<file path="src/sv/tle_pkg.sv">
// tle_pkg: shared types, key codes and limits for the terminal line editor
// no dependencies
`default_nettype none

package tle_pkg;

  localparam int MAX_LINE = 128;
  localparam int LIMIT_CAP = (MAX_LINE > 255) ? 255 : MAX_LINE;

  localparam logic [7:0] LINE_LIMIT_RESET = 8'd128;

  localparam logic [7:0] KEY_BS      = 8'h08;
  localparam logic [7:0] KEY_LF      = 8'h0A;
  localparam logic [7:0] KEY_CR      = 8'h0D;
  localparam logic [7:0] KEY_ESC     = 8'h1B;
  localparam logic [7:0] KEY_SPACE   = 8'h20;
  localparam logic [7:0] KEY_UPPER_Z = 8'h5A;
  localparam logic [7:0] KEY_LOWER_A = 8'h61;
  localparam logic [7:0] KEY_LOWER_Z = 8'h7A;
  localparam logic [7:0] KEY_DEL     = 8'h7F;
  localparam logic [7:0] KEY_LBRACK  = 8'h5B;
  localparam logic [7:0] KEY_ARROW_L = 8'h44;
  localparam logic [7:0] KEY_ARROW_R = 8'h43;

  typedef enum logic [2:0] {
    ESC_NONE    = 3'b001,
    ESC_SEEN    = 3'b010,
    ESC_BRACKET = 3'b100
  } esc_phase_t;

  typedef struct packed {
    logic [7:0] char_count;
    logic [7:0] cursor_column;
    esc_phase_t phase;
  } line_state_t;

  typedef struct packed {
    logic       echo_valid;
    logic [7:0] echo_byte;
    logic       store_valid;
    logic [6:0] store_index;
    logic [7:0] store_byte;
    logic       line_done;
    logic [7:0] line_length;
    logic       end_reason;
    logic       last;
  } result_t;

  // beats: 0 none, 1 single result, 3 echo triple
  typedef struct packed {
    logic [1:0] beats;
    result_t    first;
    logic [7:0] echo1;
    logic [7:0] echo2;
  } plan_t;

endpackage

`default_nettype wire

</file>
<file path="src/sv/tle_decode.sv">
// tle_decode: per-byte edit logic, next line state and result plan
// depends on tle_pkg
`default_nettype none

module tle_decode
  import tle_pkg::*;
(
  input  wire logic [7:0]  rx_byte,
  input  wire logic [7:0]  limit,
  input  wire line_state_t cur,
  output line_state_t      nxt,
  output plan_t            plan
);

  line_state_t cleared;
  logic [7:0]  new_count;
  logic        printable;

  assign cleared   = '{char_count: 8'd0, cursor_column: 8'd0, phase: ESC_NONE};
  assign new_count = cur.char_count + 8'd1;
  assign printable = ((rx_byte >= KEY_SPACE) && (rx_byte <= KEY_UPPER_Z)) ||
                     ((rx_byte >= KEY_LOWER_A) && (rx_byte <= KEY_LOWER_Z));

  always_comb begin
    nxt  = cur;
    plan = '0;
    unique case (cur.phase)
      ESC_SEEN: begin
        nxt.phase = (rx_byte == KEY_LBRACK) ? ESC_BRACKET : ESC_NONE;
      end
      ESC_BRACKET: begin
        nxt.phase = ESC_NONE;
        if ((rx_byte == KEY_ARROW_L) && (cur.cursor_column != 8'd0)) begin
          nxt.cursor_column         = cur.cursor_column - 8'd1;
          plan.beats                = 2'd3;
          plan.first.echo_valid     = 1'b1;
          plan.first.echo_byte      = KEY_ESC;
          plan.echo1                = KEY_LBRACK;
          plan.echo2                = KEY_ARROW_L;
        end else if ((rx_byte == KEY_ARROW_R) &&
                     (cur.cursor_column < cur.char_count)) begin
          nxt.cursor_column         = cur.cursor_column + 8'd1;
          plan.beats                = 2'd3;
          plan.first.echo_valid     = 1'b1;
          plan.first.echo_byte      = KEY_ESC;
          plan.echo1                = KEY_LBRACK;
          plan.echo2                = KEY_ARROW_R;
        end
      end
      ESC_NONE: begin
        priority if ((rx_byte == KEY_CR) || (rx_byte == KEY_LF)) begin
          nxt                    = cleared;
          plan.beats             = 2'd1;
          plan.first.line_done   = 1'b1;
          plan.first.line_length = cur.char_count;
          plan.first.last        = 1'b1;
        end else if ((rx_byte == KEY_BS) || (rx_byte == KEY_DEL)) begin
          if (cur.char_count != 8'd0) begin
            nxt.char_count        = cur.char_count - 8'd1;
            plan.beats            = 2'd3;
            plan.first.echo_valid = 1'b1;
            plan.first.echo_byte  = KEY_BS;
            plan.echo1            = KEY_SPACE;
            plan.echo2            = KEY_BS;
          end
        end else if (rx_byte == KEY_ESC) begin
          nxt.phase = ESC_SEEN;
        end else if (printable) begin
          plan.beats             = 2'd1;
          plan.first.echo_valid  = 1'b1;
          plan.first.echo_byte   = rx_byte;
          plan.first.store_valid = 1'b1;
          plan.first.store_index = cur.char_count[6:0];
          plan.first.store_byte  = rx_byte;
          plan.first.last        = 1'b1;
          if (new_count >= limit) begin
            nxt                    = cleared;
            plan.first.line_done   = 1'b1;
            plan.first.line_length = new_count;
            plan.first.end_reason  = 1'b1;
          end else begin
            nxt.char_count    = new_count;
            nxt.cursor_column = (cur.cursor_column != 8'hFF) ?
                                cur.cursor_column + 8'd1 : cur.cursor_column;
          end
        end
      end
      default: begin
        nxt.phase = ESC_NONE;
      end
    endcase
  end

endmodule

`default_nettype wire

</file>
<file path="src/sv/tle_seq.sv">
// tle_seq: result register and sequencer, one beat per cycle from a plan while out_ready is high
// depends on tle_pkg
`default_nettype none

module tle_seq
  import tle_pkg::*;
(
  input  wire logic  clk,
  input  wire logic  rst,
  input  wire logic  load,
  input  wire plan_t plan,
  output logic       free,
  output logic       out_valid,
  input  wire logic  out_ready,
  output result_t    res
);

  logic [1:0] cnt;
  logic [7:0] pend1;
  logic [7:0] pend2;
  logic       beat;

  assign beat      = out_valid && out_ready;
  assign out_valid = (cnt != 2'd0);
  assign free      = (cnt == 2'd0) || ((cnt == 2'd1) && out_ready);

  always_ff @(posedge clk) begin
    if (rst) begin
      cnt <= 2'd0;
    end else if (load) begin
      cnt <= plan.beats;
    end else if (beat) begin
      cnt <= cnt - 2'd1;
    end
  end

  always_ff @(posedge clk) begin
    if (load) begin
      res   <= plan.first;
      pend1 <= plan.echo1;
      pend2 <= plan.echo2;
    end else if (beat && (cnt > 2'd1)) begin
      res.echo_byte <= pend1;
      res.last      <= (cnt == 2'd2);
      pend1         <= pend2;
    end
  end

  a_more_after_mid: assert property (@(posedge clk) disable iff (rst)
    beat && !res.last |=> out_valid)
    else $error("beat without last not followed by another beat");

  a_no_echo_is_last: assert property (@(posedge clk) disable iff (rst)
    out_valid && !res.echo_valid |-> res.last && res.line_done)
    else $error("result without echo must be a final line completion");

  a_store_single: assert property (@(posedge clk) disable iff (rst)
    out_valid && res.store_valid |-> res.echo_valid && res.last)
    else $error("store beat must echo and be final");

  a_load_when_free: assert property (@(posedge clk) disable iff (rst)
    load |-> free && (plan.beats == 2'd1 || plan.beats == 2'd3))
    else $error("plan loaded while busy or with bad beat count");

endmodule

`default_nettype wire

</file>
<file path="src/sv/terminal_line_editor.sv">
// terminal_line_editor: top level, input register, line state and limit register
// depends on tle_pkg, tle_decode, tle_seq
`default_nettype none

// Edits one terminal input line. A received byte enters an input register,
// is decoded against the line state, and its results leave through a result
// register, one beat per cycle while out_ready is high. Bytes giving no result
// or one result can be accepted every cycle while out_ready is high; backspace
// and arrow keys that take effect give three echo beats, and a next byte that gives
// a result waits until the last is taken. The user must write line_limit through
// line_limit_we / line_limit_wdata only while idle; not enforced by the block.
module terminal_line_editor
  import tle_pkg::*;
(
  input  wire logic       clk,
  input  wire logic       rst,
  input  wire logic       line_limit_we,
  input  wire logic [7:0] line_limit_wdata,
  input  wire logic       rx_valid,
  output logic            rx_ready,
  input  wire logic [7:0] rx_byte,
  output logic            out_valid,
  input  wire logic       out_ready,
  output logic            echo_valid,
  output logic [7:0]      echo_byte,
  output logic            store_valid,
  output logic [6:0]      store_index,
  output logic [7:0]      store_byte,
  output logic            line_done,
  output logic [7:0]      line_length,
  output logic            end_reason,
  output logic            last
);

  logic [7:0]  line_limit;
  logic [7:0]  limit_eff;
  logic        in_full;
  logic [7:0]  in_byte;
  line_state_t line_state;
  line_state_t line_state_next;
  plan_t       plan;
  logic        seq_free;
  logic        advance;
  result_t     res;

  assign limit_eff = (line_limit > 8'(LIMIT_CAP)) ? 8'(LIMIT_CAP) :
                     (line_limit == 8'd0) ? 8'd1 : line_limit;

  assign advance  = in_full && ((plan.beats == 2'd0) || seq_free);
  assign rx_ready = !in_full || advance;

  always_ff @(posedge clk) begin
    if (rst) begin
      line_limit <= LINE_LIMIT_RESET;
    end else if (line_limit_we) begin
      line_limit <= line_limit_wdata;
    end
  end

  always_ff @(posedge clk) begin
    if (rst) begin
      in_full <= 1'b0;
    end else if (rx_valid && rx_ready) begin
      in_full <= 1'b1;
    end else if (advance) begin
      in_full <= 1'b0;
    end
  end

  always_ff @(posedge clk) begin
    if (rx_valid && rx_ready) begin
      in_byte <= rx_byte;
    end
  end

  always_ff @(posedge clk) begin
    if (rst) begin
      line_state <= '{char_count: 8'd0, cursor_column: 8'd0, phase: ESC_NONE};
    end else if (advance) begin
      line_state <= line_state_next;
    end
  end

  tle_decode u_decode (
    .rx_byte (in_byte),
    .limit   (limit_eff),
    .cur     (line_state),
    .nxt     (line_state_next),
    .plan    (plan)
  );

  tle_seq u_seq (
    .clk       (clk),
    .rst       (rst),
    .load      (advance && (plan.beats != 2'd0)),
    .plan      (plan),
    .free      (seq_free),
    .out_valid (out_valid),
    .out_ready (out_ready),
    .res       (res)
  );

  assign echo_valid  = res.echo_valid;
  assign echo_byte   = res.echo_byte;
  assign store_valid = res.store_valid;
  assign store_index = res.store_index;
  assign store_byte  = res.store_byte;
  assign line_done   = res.line_done;
  assign line_length = res.line_length;
  assign end_reason  = res.end_reason;
  assign last        = res.last;

endmodule

`default_nettype wire

</file>
<file path="config.mk">
export PLATFORM = sky130hd
export DESIGN_NAME = terminal_line_editor
export DESIGN_NICKNAME = d
export VERILOG_FILES = /design/src/sv/tle_pkg.sv /design/src/sv/tle_decode.sv /design/src/sv/tle_seq.sv /design/src/sv/terminal_line_editor.sv
export SDC_FILE = /design/constraint.sdc
export NUM_CORES = 1
export LEC_CHECK = 0
export BUFFER_PORTS_ARGS = -buffer_cell sky130_fd_sc_hd__buf_2
export CAP_MARGIN = 10
export CORE_ASPECT_RATIO = 0.8
export CORE_MARGIN = 4
export CORE_UTILIZATION = 50
export CTS_CLUSTER_SIZE = 16
export DETAILED_ROUTE_END_ITERATION = 12
export PLACE_DENSITY_LB_ADDON = 0.1
export RECOVER_POWER = 100
export SYNTH_ARGS = -nofsm -noshare
export SYNTH_HDL_FRONTEND = slang
export SYNTH_SLANG_ARGS = --single-unit
export TNS_END_PERCENT = 20
</file>
<file path="constraint.sdc">
create_clock -name clk -period 4.9 [get_ports clk]
set_clock_uncertainty 0.1 [all_clocks]
set_input_delay 0.735 -clock clk [delete_from_list [all_inputs] [get_ports clk]]
set_output_delay 0.735 -clock clk [all_outputs]
set_load 0.02 [all_outputs]
</file>
==> impl_metrics.yaml, run 1 <==
cts:
  clk_pin_slew_ns: 0.06
  clock_path_buffers: 2
  hold_buffers: 0
  clk_latency_ns: 0.34
  cts_buffers: 9
  root_buffer: "clkbuf_16"
  cts_tree: "yes"
  cts_resized: 0
  clock-sinks: 84
  postCtsSetupBuffers: 0
  htreeDepth: 3
setup_path:
  crit_path_cell_trace: "or3b_1 -> clkbuf_1 -> a31oi_1 -> a22oi_1 -> a31oi_1 -> inv_1 -> clkbuf_1"
  r2r_end: "line_state[2]$_SDFFE_PP0P_"
  worst-path-stages: 7
  rrSetupSlack_ns: 0.83
  slowest_stage: "clkbuf_1"
  slowest_delay_ns: 0.90
  path_class: "register to output pin"
  startpoint: "line_state[1]$_SDFFE_PP0P_"
  ff2ff_path_depth: 7
  required_ns: 4.07
  cp_num_buf_inv: 3
  critical_path.top_delay_family: "compound AO/OA/AOI/OAI gates"
  worstReg2RegStart: "line_state[1]$_SDFFE_PP0P_"
  end_kind: "output pin"
  start_kind: "register"
  worstPathMaxFanout: 25
  critPathArrivalTime_ns: 3.32
die:
  ios: 59
  start_util_pct: 52.0
  die_width_um: 117
  coreArea_um2: 9190
  chipHeight_um: 95.5
  dieArea_um2: 11200
  fp-row-count: 31
sta:
  fmax_ghz: 0.240
  maxSlewViolCount: 30
  tightest_slew_ns: 1.52
  hold_viol: 0
  grt_setup_unrepaired: "no"
  fin_setup_tns_ns: 0
  period_share_pct: 84.9
  setup_viol_count_final: 0
  slew_headroom_pct: -1.12
  fin_crit_ns: 4.16
yosys:
  ys.flop_type: "edfxtp_1"
  ys_ff_latch: 84
  yosysSeqAreaShare_pct: 46.5
  yosysUniqueCellTypes: 88
  yosys_warnings: 0
  synth.avg_cell_area_um2: 10.2
  synthArstFlopShare_pct: 0
  synth_cells: 471
  syn_area_um2: 4780
  synth_edf_count: 54
power_and_ir_drop:
  swShare_pct: 30.3
  power.leakage_nw: 1.97
  power_frac_comb_pct: 17.9
  switchingPower_uw: 543
  powerDensity_nw_per_um2: 339
  internal_power_mw: 1.25
  power.share.sequential_pct: 46.5
  pwr-share-clk_pct: 35.6
  vdd.ir_drop.worst_uv: 168
place:
  dp_cells: 630
  place_hpwl_um: 8550
  place_congestion: 0.912
  portBuffers: 58
global_route:
  gr-usage-met3_pct: 5.63
  antenna_found_initial: 0
  grt_usage_pct: 21.7
  grt_pass1_vias: 3665
  grt_overflow_total: 0
  grt_pass1_wl_um: 19500
  use_met2_pct: 32.6
  grt_use_met1_pct: 31.1
  grt_start_max_net_pins: 41
  grt_most_used_layer: "met2"
route:
  drc: 0
  routedWlPerCell_um: 18.3
  wirelength_um: 11800
  final_antenna_net_count: 0
  drt-pass1-iter-count: 5
  vias: 3842
  drt_iter0_drc: 395
  vias_per_cell: 5.95
final_layout:
  synthToLayoutAreaGrowth_pct: 10.6
  n_antenna_cell: 0
  final_cells: 646
  nets: 570
  drive_gt1_share_pct: 10.7
worst_hold_path:
  min_from: "line_limit[0]$_SDFFE_PP0P_"
  hold_class: "register to register"
  whs_path_depth: 2
  hold_path_end: "line_limit[0]$_SDFFE_PP0P_"
outcome:
  status: "finished with violations"
  violations: "max-capacitance violations, max-slew violations"
job:
  maxCapViolations: 1
-- cell usage in the layout (no fill, tap or decap), types with 3 or more instances in the layout --
cell type	instances
a211oi_1	6
a21o_1	8
a21oi_1	18
a22oi_1	9
a31oi_1	8
and3_1	7
buf_2	19
clkbuf_1	44
clkbuf_16	9
clkinvlp_4	4
dfxtp_1	30
edfxtp_1	54
ha_1	23
inv_1	22
mux2_2	3
mux2i_1	8
nand2_1	30
nand2b_1	7
nand3_1	12
nand4_1	4
nor2_1	64
nor2b_1	5
nor3_1	20
nor4_1	6
o2111ai_1	3
o211ai_1	3
o21ai_0	21
o311ai_0	3
o31ai_1	3
xnor2_1	10
-- synthesized netlist by cell type, types with 4 or more instances --
master,n,area share [%]
a31oi_1,7,0.92
nand2b_1,7,0.92
edfxtp_1,54,34
clkbuf_1,14,1.1
nor2b_1,5,0.65
o21ai_0,20,2.1
nand3_1,12,1.3
nor4_1,6,0.79
a21o_1,7,1.1
nand4_1,4,0.52
a21oi_1,18,1.9
dfxtp_1,30,13
inv_1,22,1.7
and3_1,7,0.92
nor3_1,19,2.0
nand2_1,30,2.4
a22oi_1,8,1.3
mux2i_1,8,1.7
a211oi_1,6,0.94
nor2_1,64,5.0
ha_1,23,6.0
xnor2_1,10,1.8
-- registers in the layout, summed over array words and instances, names as in the netlist --
| name | count |
|---|---|
| u_seq.cnt | 2 |
| in_full | 1 |
| in_byte | 8 |
| line_limit | 8 |
| line_state | 19 |
| u_seq.pend1 | 6 |
| u_seq.res | 36 |
| u_seq.pend2 | 4 |
-- through the flow --
stage | instance area [um2] | hold WS (ns) | power, mW | worst slack (ns) | util (%)
after floorplan | 4780 | 0.361 | 1.09 | 1.48 | -
after global placement | 5160 | 0.394 | 1.18 | 1.21 | 56.1
after detailed placement | 5160 | 0.396 | 1.18 | 1.07 | 56.1
after CTS | 5430 | 0.416 | 1.82 | 1.01 | 59.1
after global routing | 5290 | 0.449 | 1.88 | 0.413 | 57.5
final | 5290 | 0.416 | 1.79 | 0.741 | 57.5
-- cells by family (layout without fill, tap and decap cells) --
group,after synthesis,in the layout,synth area share (%)
and+or+nand+nor,180,180,19.3
buffers and inverters,44,103,4.06
DFF,84,84,46.5
xor gates and xnor gates,11,11,2.02
other,1,2,0.0784
adders and majority gates,23,23,6.02
muxes,11,11,2.38
AOI/OAI and AO/OA,117,117,19.7
-- power groups by stage --
stage	registers (mW)	logic, mW	clock network (mW)
final	0.833	0.321	0.638
after global routing	0.838	0.356	0.682
after CTS	0.833	0.339	0.646
after detailed placement	0.848	0.336	0
after global placement	0.847	0.333	0
after floorplan	0.857	0.230	0
-- how the worst max path moves through the flow --
stage               slack [ns]                          end
finish                    0.74                     rx_ready
global route              0.41                     rx_ready
CTS                       1.01  line_state[14]$_SDFFE_PP0P_
detailed placement        1.07  line_state[14]$_SDFFE_PP0P_
global placement          1.21  line_state[14]$_SDFFE_PP0P_
floorplan                 1.48  line_state[14]$_SDFFE_PP0P_
-- final cells by class --
cell class | instances | area (um2)
Clock inverter | 6 | 47.5
Tap cell | 115 | 144
Multi-Input combinational cell | 344 | 2290
Timing Repair Buffer | 63 | 264
Clock buffer | 10 | 229
Sequential cell | 84 | 2220
Inverter | 24 | 90.1
Fill cell | 837 | 3910
-- worst min-delay path: cells and delay by family, from the launching register on --
family,cells,cell delay [ns]
flops,1,0.34
simple gates,1,0.07
mux,1,0.07
-- per-layer routing --
metal / up-vias / part of all wire, %
met5: - / 0
met3: 12 / 7.1
met2: 147 / 42
met4: 0 / 1.1
li1: 1874 / -
met1: 1809 / 50
(Power assumes the default switching activity.)
==> run 2, diff against run 1 <==
- clock period: 4.9 -> 3.4 ns (I/O delays scaled with it)
==> run 2 against run 1 <==
Compared with the run above: the flow still finishes with violations (max-capacitance violations, max-slew violations); first-iteration DRC count is 35% lower; register-to-register slack worse by 0.73 ns; sequential cell count stayed put; global-route usage is 0.62 points higher; die area stayed put; sequential power is 43% higher; critical path depth is 4 higher; clock-buffer cell count stayed put; worst hold slack worse by 0.19 ns.
==> impl_metrics.yaml, run 2 (same netlist as run 1, synthesis figures left out) <==
setup_path:
  worstPathMaxFanout: 5
  slowest_stage: "or4_4"
  ff2ff_path_depth: 11
  start_kind: "register"
  startpoint: "line_state[11]$_SDFFE_PP0P_"
  slowest_delay_ns: 0.45
  path_class: "register to register"
  rrSetupSlack_ns: 0.1
  end_kind: "register"
  critical_path.top_delay_family: "compound AO/OA/AOI/OAI gates"
  worstReg2RegStart: "line_state[11]$_SDFFE_PP0P_"
  crit_top_cell: "ha_1"
  critPathArrivalTime_ns: 3.49
  cp_num_buf_inv: 0
  required_ns: 3.59
  r2r_end: "line_state[14]$_SDFFE_PP0P_"
  crit_path_cell_trace: "ha_1 -> nand3_1 -> xnor2_2 -> ha_1 -> a21o_1 -> a2111oi_4 -> o21ai_1 -> a31o_2 -> or4_4 -> o32a_1 -> o21ai_2"
route:
  highest_layer: "met4"
  drt-pass1-iter-count: 5
  drt_iter0_drc: 256
  drc: 0
  wirelength_um: 12400
  met1Wirelength_um: 5860
  routedWlPerCell_um: 18.5
  vias: 3983
  vias_per_cell: 5.94
  final_antenna_net_count: 0
  wl_met3_um: 1040
  wl_met2_um: 5380
cts:
  hold_buffers: 0
  root_buffer: "clkbuf_16"
  cts_buffers: 9
  clock_path_buffers: 2
  cts_tree: "yes"
  clock-sinks: 84
  clk_pin_slew_ns: 0.07
  htreeDepth: 3
  clk_latency_ns: 0.35
final_layout:
  synthToLayoutAreaGrowth_pct: 17.4
  largest_reg_flops: 36
  n_antenna_cell: 0
  regMostFlops: "u_seq.res"
  nets: 594
  nFillCells: 802
  final_cells: 670
  regArea_um2: 2230
  multiInputGateArea_um2: 2380
  largestRegisters: "u_seq.res (36), line_state (19)"
  drive_gt1_share_pct: 18.6
  layout_commonest_cell: "nor2_1"
  final_util_pct: 61.1
  final_area_um2: 5610
  mostFrequentLayoutCells: "nor2_1 (64), edfxtp_1 (54), clkbuf_1 (40)"
place:
  dp_slack_ns: 0.0757
  dp_cells: 650
  place_hpwl_um: 8910
  place_area_um2: 5320
  portBuffers: 58
  place_congestion: 0.925
power_and_ir_drop:
  powerDensity_nw_per_um2: 487
  power.leakage_nw: 2.16
  total_power_mw: 2.73
  internal_power_mw: 1.91
  swShare_pct: 29.9
  pwr-share-clk_pct: 37.0
  power_frac_comb_pct: 19.4
  switchingPower_uw: 817
  power.share.sequential_pct: 43.6
  vdd.ir_drop.worst_uv: 284
global_route:
  antenna_found_initial: 0
  grt_start_max_net_pins: 32
  grt_usage_pct: 22.3
  grt_pass1_wl_um: 19500
  grt_pass1_vias: 3720
  grt_overflow_total: 0
die:
  dieArea_um2: 11200
  fp-row-count: 31
  start_util_pct: 52.0
  ios: 59
  die_width_um: 117
  chipHeight_um: 95.5
  coreArea_um2: 9190
sta:
  period_share_pct: 97.1
  whs_ns: 0.230
  fin_crit_ns: 3.30
  hold_viol: 0
  slew_headroom_pct: -5.10
  fin_ws_ns: 0.0981
  maxSlewViolCount: 30
  fin_setup_tns_ns: 0
  setup_viol_count_final: 0
  tightest_slew_ns: 1.58
  fmax_ghz: 0.303
job:
  maxCapViolations: 1
worst_hold_path:
  hold_class: "input pin to register"
  min_from: "rx_byte[2]"
  whs_path_depth: 1
  hold_path_end: "in_byte[2]$_DFFE_PP_"
outcome:
  violations: "max-capacitance violations, max-slew violations"
  status: "finished with violations"
## run 2: cell types whose count changed in the layout (fill, tap and decap cells not counted), moves of 3 or more
cell	previous run	this run
buf_4	1	27
clkbuf_1	44	40
clkinvlp_4	4	1
dfxtp_1	30	27
dfxtp_2	0	3
nor3_1	20	17
nor3_2	0	3
o21ai_0	21	18
## run 2: worst max path at each step
stage,end,slack [ns],cells after the start
floorplan,line_state[14]$_SDFFE_PP0P_,0.05,11
global placement,line_state[14]$_SDFFE_PP0P_,0.18,11
detailed placement,line_state[5]$_SDFFE_PP0P_,0.08,12
CTS,rx_ready,0.004,10
global route,line_state[14]$_SDFFE_PP0P_,-0.03,12
finish,line_state[14]$_SDFFE_PP0P_,0.1,11
## run 2: cell type report
cell class | instances | area share [%]
Inverter | 24 | 1.60
Tap cell | 115 | 2.56
Multi-Input combinational cell | 344 | 42.5
Timing Repair Buffer | 87 | 8.36
Clock inverter | 6 | 1.29
Sequential cell | 84 | 39.6
Clock buffer | 10 | 4.08
## run 2: layer usage
layer,vias to the layer above,track usage (%)
met4,0,7.32
met5,-,0
li1,1927,-
met3,13,6.52
met2,170,34.0
met1,1873,30.8
## run 2: power groups by stage
stage | registers [mW] | logic (mW) | clock network (mW)
after global routing | 1.20 | 0.575 | 1.06
after global placement | 1.21 | 0.512 | 0
after detailed placement | 1.21 | 0.518 | 0
after CTS | 1.19 | 0.521 | 1.02
after floorplan | 1.24 | 0.332 | 0
final | 1.19 | 0.529 | 1.01
## run 2: worst register-to-register path: stages (launching register included)
cell,delay (ns)
dfxtp_2,0.37
ha_1,0.18
nand3_1,0.15
xnor2_2,0.19
ha_1,0.32
a21o_1,0.21
a2111oi_4,0.40
o21ai_1,0.16
a31o_2,0.27
or4_4,0.45
o32a_1,0.36
o21ai_2,0.10
## run 2: timing repair
item | 4_1_cts | 5_1_grt
endpoints found under the setup margin | 1 | 12
pin swaps | 0 | 2
hold endpoints to repair | 0 | 0
cloned | 0 | 0
buffers inserted | 0 | 4
resized for setup | 1 | 11
